File: src/rtl/core/gbd_pkg.sv
// types, codes and rule functions shared by the grapheme boundary detector
package gbd_pkg;

  // grapheme break classes, plus the carried code for a pictographic run ended by zwj
  typedef enum logic [3:0] {
    CLS_OTHER       = 4'd0,
    CLS_CR          = 4'd1,
    CLS_LF          = 4'd2,
    CLS_CONTROL     = 4'd3,
    CLS_EXTEND      = 4'd4,
    CLS_ZWJ         = 4'd5,
    CLS_REGIONAL    = 4'd6,
    CLS_PREPEND     = 4'd7,
    CLS_SPACINGMARK = 4'd8,
    CLS_L           = 4'd9,
    CLS_V           = 4'd10,
    CLS_T           = 4'd11,
    CLS_LV          = 4'd12,
    CLS_LVT         = 4'd13,
    CLS_PICTO       = 4'd14,
    CLS_PICTO_ZWJ   = 4'd15
  } class_e;

  // indic conjunct classes and tracking states
  typedef enum logic [1:0] {
    IC_NONE      = 2'd0,
    IC_CONSONANT = 2'd1,
    IC_EXTEND    = 2'd2,
    IC_LINKER    = 2'd3
  } conj_e;

  // cr, lf or control
  function automatic logic is_ctl(class_e c);
    return (c == CLS_CR) || (c == CLS_LF) || (c == CLS_CONTROL);
  endfunction

  // pairwise break rule between the carried class and the incoming class
  function automatic logic pair_breaks(class_e l, class_e r);
    logic brk;
    brk = 1'b1;
    if (l == CLS_CR && r == CLS_LF) begin
      brk = 1'b0;
    end else if (is_ctl(l) || is_ctl(r)) begin
      brk = 1'b1;
    end else if (l == CLS_L &&
                 (r == CLS_L || r == CLS_V || r == CLS_LV || r == CLS_LVT)) begin
      brk = 1'b0;
    end else if ((l == CLS_LV || l == CLS_V) && (r == CLS_V || r == CLS_T)) begin
      brk = 1'b0;
    end else if ((l == CLS_LVT || l == CLS_T) && r == CLS_T) begin
      brk = 1'b0;
    end else if (r == CLS_EXTEND || r == CLS_ZWJ || r == CLS_SPACINGMARK ||
                 l == CLS_PREPEND) begin
      brk = 1'b0;
    end else if (l == CLS_PICTO_ZWJ && r == CLS_PICTO) begin
      brk = 1'b0;
    end else if (l == CLS_REGIONAL && r == CLS_REGIONAL) begin
      brk = 1'b0;
    end
    return brk;
  endfunction

endpackage

File: src/rtl/core/gbd_in_if.sv
// input channel: one classified code point word per handshake
interface gbd_in_if
  import gbd_pkg::*;
();
  logic   valid;
  logic   ready;
  class_e break_class;
  conj_e  conjunct_class;
  logic   first_of_text;

  modport source (output valid, output break_class, output conjunct_class,
                  output first_of_text, input ready);
  modport sink   (input valid, input break_class, input conjunct_class,
                  input first_of_text, output ready);
endinterface

File: src/rtl/core/gbd_out_if.sv
// output channel: one boundary flag word per handshake
interface gbd_out_if;
  logic valid;
  logic ready;
  logic boundary_before;

  modport source (output valid, output boundary_before, input ready);
  modport sink   (input valid, input boundary_before, output ready);
endinterface

File: src/rtl/core/grapheme_boundary_detector.sv
// grapheme cluster boundary detector top level
// an accepted word passes through the input register, then the result register
// throughput: one word per cycle while the output is ready, limited by the state update loop
// the input register refills while a finished result waits in the result register
// reset: asynchronous active low; carried class clears to other, conjunct state to none
// valid flags clear on reset; payload registers are not reset
module grapheme_boundary_detector
  import gbd_pkg::*;
(
  input  logic      clk_i,
  input  logic      rst_ni,
  gbd_in_if.sink    in_i,
  gbd_out_if.source out_o
);

  logic   s1_valid_q;
  class_e s1_class_q;
  conj_e  s1_conj_q;
  logic   s1_first_q;
  logic   s1_adv;

  class_e carried_q, carried_d;
  conj_e  conj_q, conj_d;

  logic   out_valid_q;
  logic   out_bnd_q;

  class_e bc;
  class_e sc_next;
  conj_e  si_next;
  logic   brk;

  // handshake: stage 1 moves on when the result register is free or draining
  assign s1_adv     = s1_valid_q && (!out_valid_q || out_o.ready);
  assign in_i.ready = !s1_valid_q || s1_adv;

  // input register valid
  always_ff @(posedge clk_i or negedge rst_ni) begin
    if (!rst_ni) begin
      s1_valid_q <= 1'b0;
    end else if (in_i.ready) begin
      s1_valid_q <= in_i.valid;
    end
  end

  // input register payload
  always_ff @(posedge clk_i) begin
    if (in_i.valid && in_i.ready) begin
      s1_class_q <= in_i.break_class;
      s1_conj_q  <= in_i.conjunct_class;
      s1_first_q <= in_i.first_of_text;
    end
  end

  // boundary decision and next cluster state
  always_comb begin
    bc = (s1_class_q == CLS_PICTO_ZWJ) ? CLS_OTHER : s1_class_q;
    brk = s1_first_q ||
          (pair_breaks(carried_q, bc) && !(conj_q == IC_LINKER && s1_conj_q == IC_CONSONANT));

    // indic conjunct linker tracking
    si_next = conj_q;
    if (s1_conj_q == IC_CONSONANT || conj_q == IC_CONSONANT || conj_q == IC_EXTEND) begin
      si_next = s1_conj_q;
    end else if (conj_q == IC_LINKER) begin
      si_next = (s1_conj_q == IC_EXTEND) ? IC_LINKER : s1_conj_q;
    end

    // carried class: regional pairs close, pictographic runs over extend and zwj
    if (carried_q == CLS_REGIONAL && bc == CLS_REGIONAL) begin
      sc_next = CLS_OTHER;
    end else if (carried_q == CLS_PICTO) begin
      sc_next = (bc == CLS_EXTEND) ? CLS_PICTO :
                (bc == CLS_ZWJ)    ? CLS_PICTO_ZWJ : bc;
    end else begin
      sc_next = bc;
    end

    // a boundary reloads the state from this code point
    if (brk) begin
      carried_d = bc;
      conj_d    = (s1_conj_q == IC_CONSONANT) ? IC_CONSONANT : IC_NONE;
    end else begin
      carried_d = sc_next;
      conj_d    = si_next;
    end
  end

  // cluster state registers
  always_ff @(posedge clk_i or negedge rst_ni) begin
    if (!rst_ni) begin
      carried_q <= CLS_OTHER;
      conj_q    <= IC_NONE;
    end else if (s1_adv) begin
      carried_q <= carried_d;
      conj_q    <= conj_d;
    end
  end

  // result register valid
  always_ff @(posedge clk_i or negedge rst_ni) begin
    if (!rst_ni) begin
      out_valid_q <= 1'b0;
    end else if (s1_adv) begin
      out_valid_q <= 1'b1;
    end else if (out_o.ready) begin
      out_valid_q <= 1'b0;
    end
  end

  // result register payload
  always_ff @(posedge clk_i) begin
    if (s1_adv) begin
      out_bnd_q <= brk;
    end
  end

  assign out_o.valid           = out_valid_q;
  assign out_o.boundary_before = out_bnd_q;

`ifndef SYNTHESIS
  // a first-of-text word always yields a boundary
  assert property (@(posedge clk_i) disable iff (!rst_ni)
    s1_adv && s1_first_q |=> out_bnd_q)
    else $error("first of text did not give a boundary");

  // after a boundary the conjunct state is only none or consonant
  assert property (@(posedge clk_i) disable iff (!rst_ni)
    s1_adv && brk |=> (conj_q == IC_NONE || conj_q == IC_CONSONANT))
    else $error("conjunct state not reloaded on boundary");

  // a result appears only after stage 1 moved a word
  assert property (@(posedge clk_i) disable iff (!rst_ni)
    $rose(out_valid_q) |-> $past(s1_adv))
    else $error("result valid without a word from stage 1");

  // state holds while stage 1 does not advance
  assert property (@(posedge clk_i) disable iff (!rst_ni)
    !s1_adv |=> $stable(carried_q) && $stable(conj_q))
    else $error("cluster state changed without an advancing word");
`endif

endmodule
File: src/flat_wrapper.sv
// flat-port wrapper written by rule: the top's interface ports become plain ports
module grapheme_boundary_detector_flat import gbd_pkg::*;
  (clk_i, rst_ni, in_i_valid, in_i_break_class, in_i_conjunct_class, in_i_first_of_text, in_i_ready, out_o_valid, out_o_boundary_before, out_o_ready);
  gbd_in_if in_i_i ();
  gbd_out_if out_o_i ();
  input  logic clk_i;
  input  logic rst_ni;
  input wire logic [$bits(in_i_i.valid)-1:0] in_i_valid;
  input wire logic [$bits(in_i_i.break_class)-1:0] in_i_break_class;
  input wire logic [$bits(in_i_i.conjunct_class)-1:0] in_i_conjunct_class;
  input wire logic [$bits(in_i_i.first_of_text)-1:0] in_i_first_of_text;
  output wire logic [$bits(in_i_i.ready)-1:0] in_i_ready;
  output wire logic [$bits(out_o_i.valid)-1:0] out_o_valid;
  output wire logic [$bits(out_o_i.boundary_before)-1:0] out_o_boundary_before;
  input wire logic [$bits(out_o_i.ready)-1:0] out_o_ready;
  assign in_i_i.valid = in_i_valid;
  assign in_i_i.break_class = in_i_break_class;
  assign in_i_i.conjunct_class = in_i_conjunct_class;
  assign in_i_i.first_of_text = in_i_first_of_text;
  assign in_i_ready = in_i_i.ready;
  assign out_o_valid = out_o_i.valid;
  assign out_o_boundary_before = out_o_i.boundary_before;
  assign out_o_i.ready = out_o_ready;
  grapheme_boundary_detector u_core (.clk_i(clk_i), .rst_ni(rst_ni), .in_i(in_i_i), .out_o(out_o_i));
endmodule
File: config.mk
export PLATFORM = sky130hd
export DESIGN_NAME = grapheme_boundary_detector_flat
export DESIGN_NICKNAME = d
export VERILOG_FILES = /design/src/rtl/core/gbd_pkg.sv /design/src/rtl/core/gbd_in_if.sv /design/src/rtl/core/gbd_out_if.sv /design/src/rtl/core/grapheme_boundary_detector.sv /design/src/flat_wrapper.sv
export SDC_FILE = /design/constraint.sdc
export NUM_CORES = 1
export LEC_CHECK = 0
export BUFFER_PORTS_ARGS = -buffer_cell sky130_fd_sc_hd__buf_4
export CAP_MARGIN = 15
export CELL_PAD_IN_SITES_DETAIL_PLACEMENT = 0
export CELL_PAD_IN_SITES_GLOBAL_PLACEMENT = 1
export CORE_MARGIN = 1.5
export CORE_UTILIZATION = 46
export CTS_CLUSTER_SIZE = 16
export DETAILED_ROUTE_END_ITERATION = 12
export PLACE_DENSITY = 0.83
export SLEW_MARGIN = 0
export SYNTH_ARGS = -nofsm -noshare
export SYNTH_HDL_FRONTEND = slang
export SYNTH_SLANG_ARGS = --single-unit
File: constraint.sdc
create_clock -name clk_i -period 3.24 [get_ports clk_i]
set_input_delay 0.486 -clock clk_i [delete_from_list [all_inputs] [get_ports clk_i]]
set_output_delay 0.486 -clock clk_i [all_outputs]
set_load 0.1 [all_outputs]
Word-level counts from Yosys, hierarchy flattened --
Index checks and enable logic that the tools add are counted.
Word-level totals: flip-flop bits (word level) 16, logic and storage cells 95, input port bits 11
Operators by class: multiplexer cells 21, reductions and logical operators 35, equality and inequality tests 31
Operators with widths (number):
- $eq A4 B4 Y1 const B | 15
- $mux W4 | 6
- $eq A4 B3 Y1 const B | 5
- $logic_or A1 B1 Y1 | 19
- $eq A4 B2 Y1 const B | 4
- $mux W1 | 11
- $logic_and A1 B1 Y1 | 10
- $eq A4 B1 Y1 const B | 2
- $mux W2 | 4
- $eq A2 B2 Y1 const B | 3
- $eq A2 B1 Y1 const B | 2
- $logic_not A1 Y1 | 3
- $reduce_bool A3 Y1 | 1
- $reduce_and A2 Y1 | 1
- $reduce_bool A2 Y1 | 1

Depth between registers and ports, before layout --
Gate-level depths: netlist of the first run.
word-level depth 16, mapped depth 6, gate-level depth less buffers 6

Worst setup path before layout of the first run --
Ideal clock, no wire load.
kind flip-flop to flip-flop, start point register u_core.out_valid_q, in the netlist u_core.out_o.valid, end point register u_core.s1_class_q[0] (enable), stages on the path, launching flop included 3, path buffers 0, arrival time 2528 ps, setup slack 435 ps, period minus slack after synthesis 2805 ps, cell sequence dfrtp_1 nand3b_1 and2_1
Between the ends: word-level cells in the longest chain between the ends 5
RTL lines:
- start, declared | line grapheme_boundary_detector.sv:25 | logic out_valid_q;
- start signal, assigned | line grapheme_boundary_detector.sv:103 | out_valid_q <= 1'b0;
- start signal, assigned | line grapheme_boundary_detector.sv:105 | out_valid_q <= 1'b1;
- start signal, assigned | line grapheme_boundary_detector.sv:107 | out_valid_q <= 1'b0;
- $logic_not A1 Y1 | line grapheme_boundary_detector.sv:34 | assign s1_adv = s1_valid_q && (!out_valid_q || out_o.ready);
- $logic_or A1 B1 Y1 | line grapheme_boundary_detector.sv:34
- $logic_and A1 B1 Y1 | line grapheme_boundary_detector.sv:34
- $logic_or A1 B1 Y1 | line grapheme_boundary_detector.sv:35 | assign in_i.ready = !s1_valid_q || s1_adv;
- net in_i_ready | line flat_wrapper.sv:12 | output wire logic [$bits(in_i_i.ready)-1:0] in_i_ready;
- $logic_and A1 B1 Y1 | line grapheme_boundary_detector.sv:48 | if (in_i.valid && in_i.ready) begin
- end signal, assigned | line grapheme_boundary_detector.sv:49 | s1_class_q <= in_i.break_class;
- end, declared | line grapheme_boundary_detector.sv:17 | class_e s1_class_q;
The timed path passes the listed nets, and every way through them passes these cells. A chain may end at the register's enable or synchronous reset.

Worst setup path after layout of the first run --
start point register u_core.s1_class_q[2], end point register u_core.out_bnd_q, in the netlist u_core.out_o.boundary_before, data pin
Between the ends: word-level cells in the longest chain between the ends 14, elaborated cells between the ends (all ways) 41
RTL lines:
- $eq A4 B4 Y1 | line grapheme_boundary_detector.sv:57 | bc = (s1_class_q == CLS_PICTO_ZWJ) ? CLS_OTHER : s1_class_q;
- $mux W4 (*) | line grapheme_boundary_detector.sv:57
- $eq A4 B3 Y1 (on tied branches) | line gbd_pkg.sv:57, gbd_pkg.sv:52
- $logic_and A1 B1 Y1 or $logic_or A1 B1 Y1 (tied branches) | line gbd_pkg.sv:57, gbd_pkg.sv:52
- $mux W1 or $logic_or A1 B1 Y1 (tied branches) | line gbd_pkg.sv:57, gbd_pkg.sv:52
- $mux W1 or $logic_or A1 B1 Y1 (tied branches) | line gbd_pkg.sv:55, gbd_pkg.sv:52
- $mux W1 | line gbd_pkg.sv:52 | end else if (r == CLS_EXTEND || r == CLS_ZWJ || r == CLS_SPACINGMARK ||
- $mux W1 | line gbd_pkg.sv:50 | end else if ((l == CLS_LVT || l == CLS_T) && r == CLS_T) begin
- $mux W1 | line gbd_pkg.sv:48 | end else if ((l == CLS_LV || l == CLS_V) && (r == CLS_V || r == CLS_T)) begin
- $mux W1 | line gbd_pkg.sv:45 | end else if (l == CLS_L &&
- $mux W1 | line gbd_pkg.sv:43 | end else if (is_ctl(l) || is_ctl(r)) begin
- $mux W1 (*) | line gbd_pkg.sv:41 | if (l == CLS_CR && r == CLS_LF) begin
- $logic_and A1 B1 Y1 (*) | line grapheme_boundary_detector.sv:59 | (pair_breaks(carried_q, bc) && !(conj_q == IC_LINKER && s1_conj_q == IC_CONSONANT));
- $logic_or A1 B1 Y1 (*) | line grapheme_boundary_detector.sv:58 | brk = s1_first_q ||
- net u_core.brk | line grapheme_boundary_detector.sv:31 | logic brk;
- end signal, assigned | line grapheme_boundary_detector.sv:114 | out_bnd_q <= brk;
- end, declared | line grapheme_boundary_detector.sv:26 | logic out_bnd_q;
Mark *: on every way through the listed nets, which the timed path passes. The rest lies on a longest branch.

==> results of run 1 <==
[report_power, final]
group          internal, mW  switching (mW)
Clock                0.0447          0.0642
Sequential            0.235          0.0378
Combinational        0.0504          0.0605
[worst max-delay path: cells and delay by family (launching register included)]
| kind | cells | cell delay [ns] |
|---|---|---|
| and+or+nand+nor | 4 | 0.83 |
| DFF | 1 | 0.56 |
| AOI/OAI and AO/OA | 1 | 0.07 |
[per-layer routing]
metal	up-vias	routed length, um	part of all wire	global-route usage
li1	349	-	-	-
met1	349	775	0.46	0.224
met2	23	794	0.47	0.241
met3	4	104	0.061	0.0432
met4	0	23	0.014	0.0524
met5	-	0	0	0
[metrics by stage]
step	instances	setup WS, ns	utilization	cell area [sq um]	hold slack, ns
2_1_floorplan	89	0.435	-	951	0.190
3_3_place_gp	122	1.60	0.517	1010	0.315
3_5_place_dp	122	1.57	0.517	1010	0.315
4_1_cts	126	1.55	0.531	1040	0.00288
5_1_grt	127	1.45	0.536	1050	0.355
6_report	127	1.54	0.536	1050	0.367
[synthesized netlist by cell type, types with 2 or more instances]
cell | number | area [sq um]
a21oi_1 | 4 | 20.0
edfxtp_1 | 8 | 240
nor4b_2 | 2 | 30.0
nand4b_1 | 3 | 26.3
nand2b_1 | 6 | 37.5
buf_4 | 2 | 15.0
nor2_1 | 4 | 15.0
nand2_1 | 11 | 41.3
buf_6 | 3 | 33.8
dfrtp_1 | 8 | 200
nand3_1 | 7 | 35.0
[registers in the layout, summed over array words and instances, names as in the netlist]
register                      flops
u_core.out_o.boundary_before      1
u_core.s1_conj_q                  2
u_core.out_o.valid                1
u_core.conj_q                     2
u_core.s1_first_q                 1
u_core.s1_class_q                 4
u_core.s1_valid_q                 1
u_core.carried_q                  4
[area by class of cell]
class | instances | area, sq um
fillers | 187 | 911
clock buffers | 3 | 22.5
well taps | 27 | 33.8
clock inverters | 1 | 3.75
flip-flops and latches | 16 | 440
multi-input cells | 64 | 435
inverters | 2 | 7.51
repair buffers | 14 | 108
[what timing repair did]
action / in CTS / in global routing
hold buffers: 0 / 1
setup buffers: 0 / 0
hold endpoints to repair: 0 / 4
[how the worst min path moves through the flow]
| stage | slack [ns] | cells after the start | to |
|---|---|---|---|
| 2_1_floorplan | 0.19 | 0 | u_core.carried_q[0] |
| 3_3_place_gp | 0.31 | 1 | u_core.carried_q[2] |
| 3_5_place_dp | 0.32 | 1 | u_core.carried_q[0] |
| 4_1_cts | 0.003 | 1 | u_core.carried_q[0] |
| 5_1_grt | 0.36 | 1 | u_core.s1_class_q[0] |
| 6_report | 0.37 | 1 | u_core.s1_class_q[1] |
[cell families after synthesis]
logic type             Yosys count  synth area share
XOR/XNOR                         1           0.00921
AND/OR/NAND/NOR                 45             0.288
flip-flops                      16             0.463
buffers and inverters            9            0.0789
multiplexers                     1            0.0105
AO/OA/AOI/OAI                   17             0.150
==> impl_metrics.csv, run 1 <==
group,metric,value,unit
status,status,"finished, final reports clean",
synth,synth-seq-area-share,0.463,
power_and_ir_drop,power.density,469,nW/um^2
setup_path,crit_start,"u_core.s1_class_q[2]",
setup_path,rr_worst_depth,5,
floorplan,die_w,48.5,um
setup_path,reg2reg_to,"u_core.out_o.boundary_before",
layout,num-nets-final,112,
setup_path,reg2reg_from,"u_core.s1_class_q[2]",
setup_path,critPathRequiredTime,3.28,ns
placed_design,place_hpwl,1250,um
synth,syn_area_per_cell,10.7,sq um
cts,cts_resized,0,
layout,syn_to_final_growth,10.5,%
timing,fin_crit_sh,0.524,
layout,drive_gt1_frac,0.260,
synth,synth_warnings,0,
synth,ys_types,42,
setup_path,cp_data_arrival_time,1.74,ns
synth,ys_ff_latch,16,
setup_path,max_stage_delay,0.56,ns
timing,finalMaxSlewViolations,0,
setup_path,worstSetupEndpoint,"u_core.out_o.boundary_before",
synth,async_flop_share,0.500,
power_and_ir_drop,p_leak,0.415,nW
global_routing,grt_pass1_vias,677,
floorplan,die_h,48.5,um
setup_path,r2r_slack,1.54,ns
floorplan,row_count,16,
placed_design,place.port_buffers,13,
synth,synthesis.nets,100,
floorplan,coreArea,1960,sq um
timing,fin_tns_setup,0,ns
setup_path,critPathMaxFanout,11,
drt,vias,725,
power_and_ir_drop,peakVddDrop,0.245,mV
cts,clkSinkCount,16,
drt,wirelength,1700,um
cts,root_buffer,"clkbuf_4",
global_routing,grt_first_pass_wirelength,2930,um
worst_hold_path,min_from,"in_i_break_class[1]",
setup_path,crit_path_end_kind,"flip-flop",
timing,rsz0062_at_grt,"false",
timing,skew,0.00450,ns
floorplan,start_util,0.485,
job,cap_violations,0,
cts,cts_tree,"yes",
drt,routed_via_density,5.71,
cts,clk_pin_slew,0.10,ns
global_routing,antenna_found_initial,0,
drt,drcViolationCount,0,
synth,synth_edf_count,8,
drt,ant_nets,0,
cts,clockBufferDepth,2,
synth,syn_inst,89,
synth,syn_area,951,sq um
layout,n_antenna_cell,0,
drt,dr.first_iter.drc_count,30,
cts,cts_buffers,3,
timing,period_needed,1.70,ns
layout,final_cell_mix,"13 x buf_4, 11 x nand2_1, 8 x dfrtp_1, 8 x edfxtp_1, 7 x nand3_1",
cts,insertion_delay,0.29,ns
timing,setup_violations,0,
timing,hold_viol_final,0,
floorplan,dieArea,2350,sq um
setup_path,crit_path_start_kind,"flip-flop",
placed_design,finalWeightedCongestion,0.768,
power_and_ir_drop,total_power,0.492,mW
setup_path,path_cells,"nor4b_2 > nand2b_1 > a21oi_1 > and3_4 > nand2b_1",
floorplan,io_pins,14,
global_routing,grt_max_degree,13,
global_routing,grt_usage,0.159,
timing,fmaxAchievable,589,MHz
synth,yosys_most_used_dff,"edfxtp_1",
cts,htree_levels,1,
global_routing,grt-ovfl-total,0,
setup_path,crit_top_cell,"nand2b_1",
setup_path,crit_type,"reg -> reg",
setup_path,crit_slowest_cell,"edfxtp_1",
layout,final_common_cell,"buf_4",
drt,wire_per_inst,13.4,um
timing,max_slew_margin,0.749,
timing,tightestPinTransition,0.376,ns
worst_hold_path,min-delay-path-class,"in -> reg",
drt,first_pass_iters,4,
Power figures use the tool's default switching activity.
==> inputs of run 2 (changes only) <==
--- a/config.mk
+++ b/config.mk
@@ -10,10 +10,10 @@
 export CELL_PAD_IN_SITES_DETAIL_PLACEMENT = 0
 export CELL_PAD_IN_SITES_GLOBAL_PLACEMENT = 1
 export CORE_MARGIN = 1.5
-export CORE_UTILIZATION = 46
+export CORE_UTILIZATION = 43
 export CTS_CLUSTER_SIZE = 16
 export DETAILED_ROUTE_END_ITERATION = 12
-export PLACE_DENSITY = 0.83
+export PLACE_DENSITY = 0.79
 export SLEW_MARGIN = 0
 export SYNTH_ARGS = -nofsm -noshare
 export SYNTH_HDL_FRONTEND = slang
==> constraint.sdc (replaced) <==
create_clock -name clk_i -period 1.8 [get_ports clk_i]
set_input_delay 0.27 -clock clk_i [delete_from_list [all_inputs] [get_ports clk_i]]
set_output_delay 0.27 -clock clk_i [all_outputs]
set_load 0.1 [all_outputs]
==> run 2 against run 1 <==
  * Clock skew is 0.0043 ns higher
  * Clock-buffer cell count rose by 1
  * Clock power grew 84%
  * Cell count increased by 0.79%
  * Hold slack got worse by 0.22 ns
==> impl_metrics.csv, run 2 (synthesized netlist as in run 1, its figures left out) <==
group,metric,value,unit
power_and_ir_drop,power.share.switching,0.325,
placed_design,finalWeightedCongestion,0.739,
placed_design,dp.cells,123,
floorplan,row_count,16,
power_and_ir_drop,power.density,840,nW/um^2
drt,wirelength,1670,um
power_and_ir_drop,total_power,0.894,mW
layout,drive_gt1_frac,0.287,
cts,cts_resized,0,
floorplan,die_h,50.0,um
layout,layout.cells.non_filler,128,
cts,insertion_delay,0.29,ns
cts,cts_tree,"yes",
cts,clk_pin_slew,0.10,ns
timing,setup_violations,0,
setup_path,critPathMaxFanout,10,
cts,cts_buffers,3,
floorplan,dieArea,2500,sq um
drt,dr.first_iter.drc_count,35,
drt,wire_per_inst,13.0,um
drt,ant_nets,0,
setup_path,crit_path_end_kind,"flip-flop",
global_routing,grt_first_pass_wirelength,2930,um
floorplan,io_pins,14,
power_and_ir_drop,p_int,0.604,mW
power_and_ir_drop,peakVddDrop,0.444,mV
timing,hold_ws,0.145,ns
worst_hold_path,min-delay-path-class,"in -> reg",
placed_design,place_hpwl,1220,um
timing,finalMaxSlewViolations,0,
placed_design,place.port_buffers,13,
drt,vias,733,
drt,drcViolationCount,0,
setup_path,crit_type,"reg -> reg",
global_routing,grt-ovfl-total,0,
cts,clkSinkCount,16,
layout,final_cell_mix,"14 x buf_4, 11 x nand2_1, 8 x edfxtp_1, 7 x nand3_1, 7 x dfrtp_1",
power_and_ir_drop,switchingPower,0.291,mW
global_routing,grt_usage,0.154,
drt,first_pass_iters,4,
timing,tightestPinTransition,0.375,ns
timing,hold_viol_final,0,
placed_design,dpl-instance-area,1030,sq um
setup_path,cp_data_arrival_time,1.72,ns
layout,finalInstanceArea,1060,sq um
layout,n_antenna_cell,0,
global_routing,grt_max_degree,13,
floorplan,start_util,0.470,
layout,fillers,204,
power_and_ir_drop,p_leak,0.421,nW
power_and_ir_drop,power_frac_comb,0.227,
layout,final_common_cell,"buf_4",
cts,htree_levels,1,
power_and_ir_drop,p_clk_frac,0.225,
layout,multi_input_area,438,sq um
layout,reg_top3,"u_core.carried_q (4), u_core.s1_class_q (4)",
timing,fin_crit_sh,0.934,
cts,root_buffer,"clkbuf_4",
job,cap_violations,0,
timing,rsz0062_at_grt,"false",
power_and_ir_drop,seq_power_share,0.548,
floorplan,die_w,50.0,um
timing,period_needed,1.68,ns
status,status,"finished, final reports clean",
setup_path,crit_path_start_kind,"flip-flop",
timing,skew,0.00882,ns
layout,num-nets-final,113,
timing,fmaxAchievable,595,MHz
layout,syn_to_final_growth,12.0,%
timing,max_slew_margin,0.750,
global_routing,grt_pass1_vias,651,
floorplan,coreArea,2020,sq um
global_routing,antenna_found_initial,0,
setup_path,critPathRequiredTime,1.84,ns
layout,regArea,444,sq um
drt,routed_via_density,5.73,
cts,clockBufferDepth,2,
[run 2: cell types whose count changed in the layout (fill, tap and decap cells not counted), sizes merged]
cell	before	now
clkinv	1	0
clkbuf	3	4
buf	13	14
[run 2: final timing paths]
| check | end | startpoint | cells after the start | slack (ns) |
|---|---|---|---|---|
| worst max-delay path | u_core.out_o.boundary_before | u_core.s1_class_q[0] | 5 | 0.12 |
| worst min-delay path | u_core.s1_class_q[2] | in_i_break_class[2] | 1 | 0.15 |
| worst max register to register | u_core.out_o.boundary_before | u_core.s1_class_q[0] | 5 | 0.12 |
| worst min register to register | u_core.out_o.valid | u_core.s1_valid_q | 1 | 0.56 |
| max in group asynchronous | u_core.out_o.valid | rst_ni | 2 | 1.33 |
| min in group asynchronous | u_core.carried_q[0] | rst_ni | 2 | 0.32 |
[run 2: what timing repair did]
item                       in CTS  in global routing
hold endpoints to repair        8                  0
hold buffers                    1                  0
setup endpoints to repair       0                  0
setup buffers                   0                  0
[run 2: critical path, cell delays in order (launching register included)]
cell and delay (ns):
edfxtp_1 0.55, o21ai_2 0.19, a31oi_1 0.05, o32a_1 0.30, and3_4 0.20, nand2b_1 0.14
[run 2: layout make-up]
| cell class | instances | share of cell area |
|---|---|---|
| Multi-Input combinational cell | 64 | 0.411 |
| Timing Repair Buffer | 15 | 0.108 |
| Sequential cell | 16 | 0.417 |
| Inverter | 2 | 0.00705 |
| Tap cell | 27 | 0.0317 |
| Clock buffer | 4 | 0.0247 |
[run 2: power groups by stage]
| stage | clock (mW) | combinational, mW | sequential [mW] |
|---|---|---|---|
| after CTS | 0.203 | 0.206 | 0.489 |
| after global routing | 0.227 | 0.224 | 0.497 |
| after detailed placement | 0 | 0.202 | 0.497 |
| final | 0.201 | 0.203 | 0.490 |
| after global placement | 0 | 0.202 | 0.494 |
| after floorplan | 0 | 0.191 | 0.473 |
[run 2: stage by stage]
step                      TNS, ns  worst slack [ns]  utilization
after floorplan             -2.60            -0.369            -
after global placement          0             0.140        0.509
after detailed placement        0             0.145        0.509
after CTS                       0             0.120        0.527
after global routing            0            0.0524        0.527
final                           0             0.118        0.527
[run 2: metal layers]
metal | part of all wire | global-route usage
met1 | 0.44 | 0.211
met2 | 0.48 | 0.235
met3 | 0.058 | 0.0394
met4 | 0.022 | 0.0556
met5 | 0 | 0
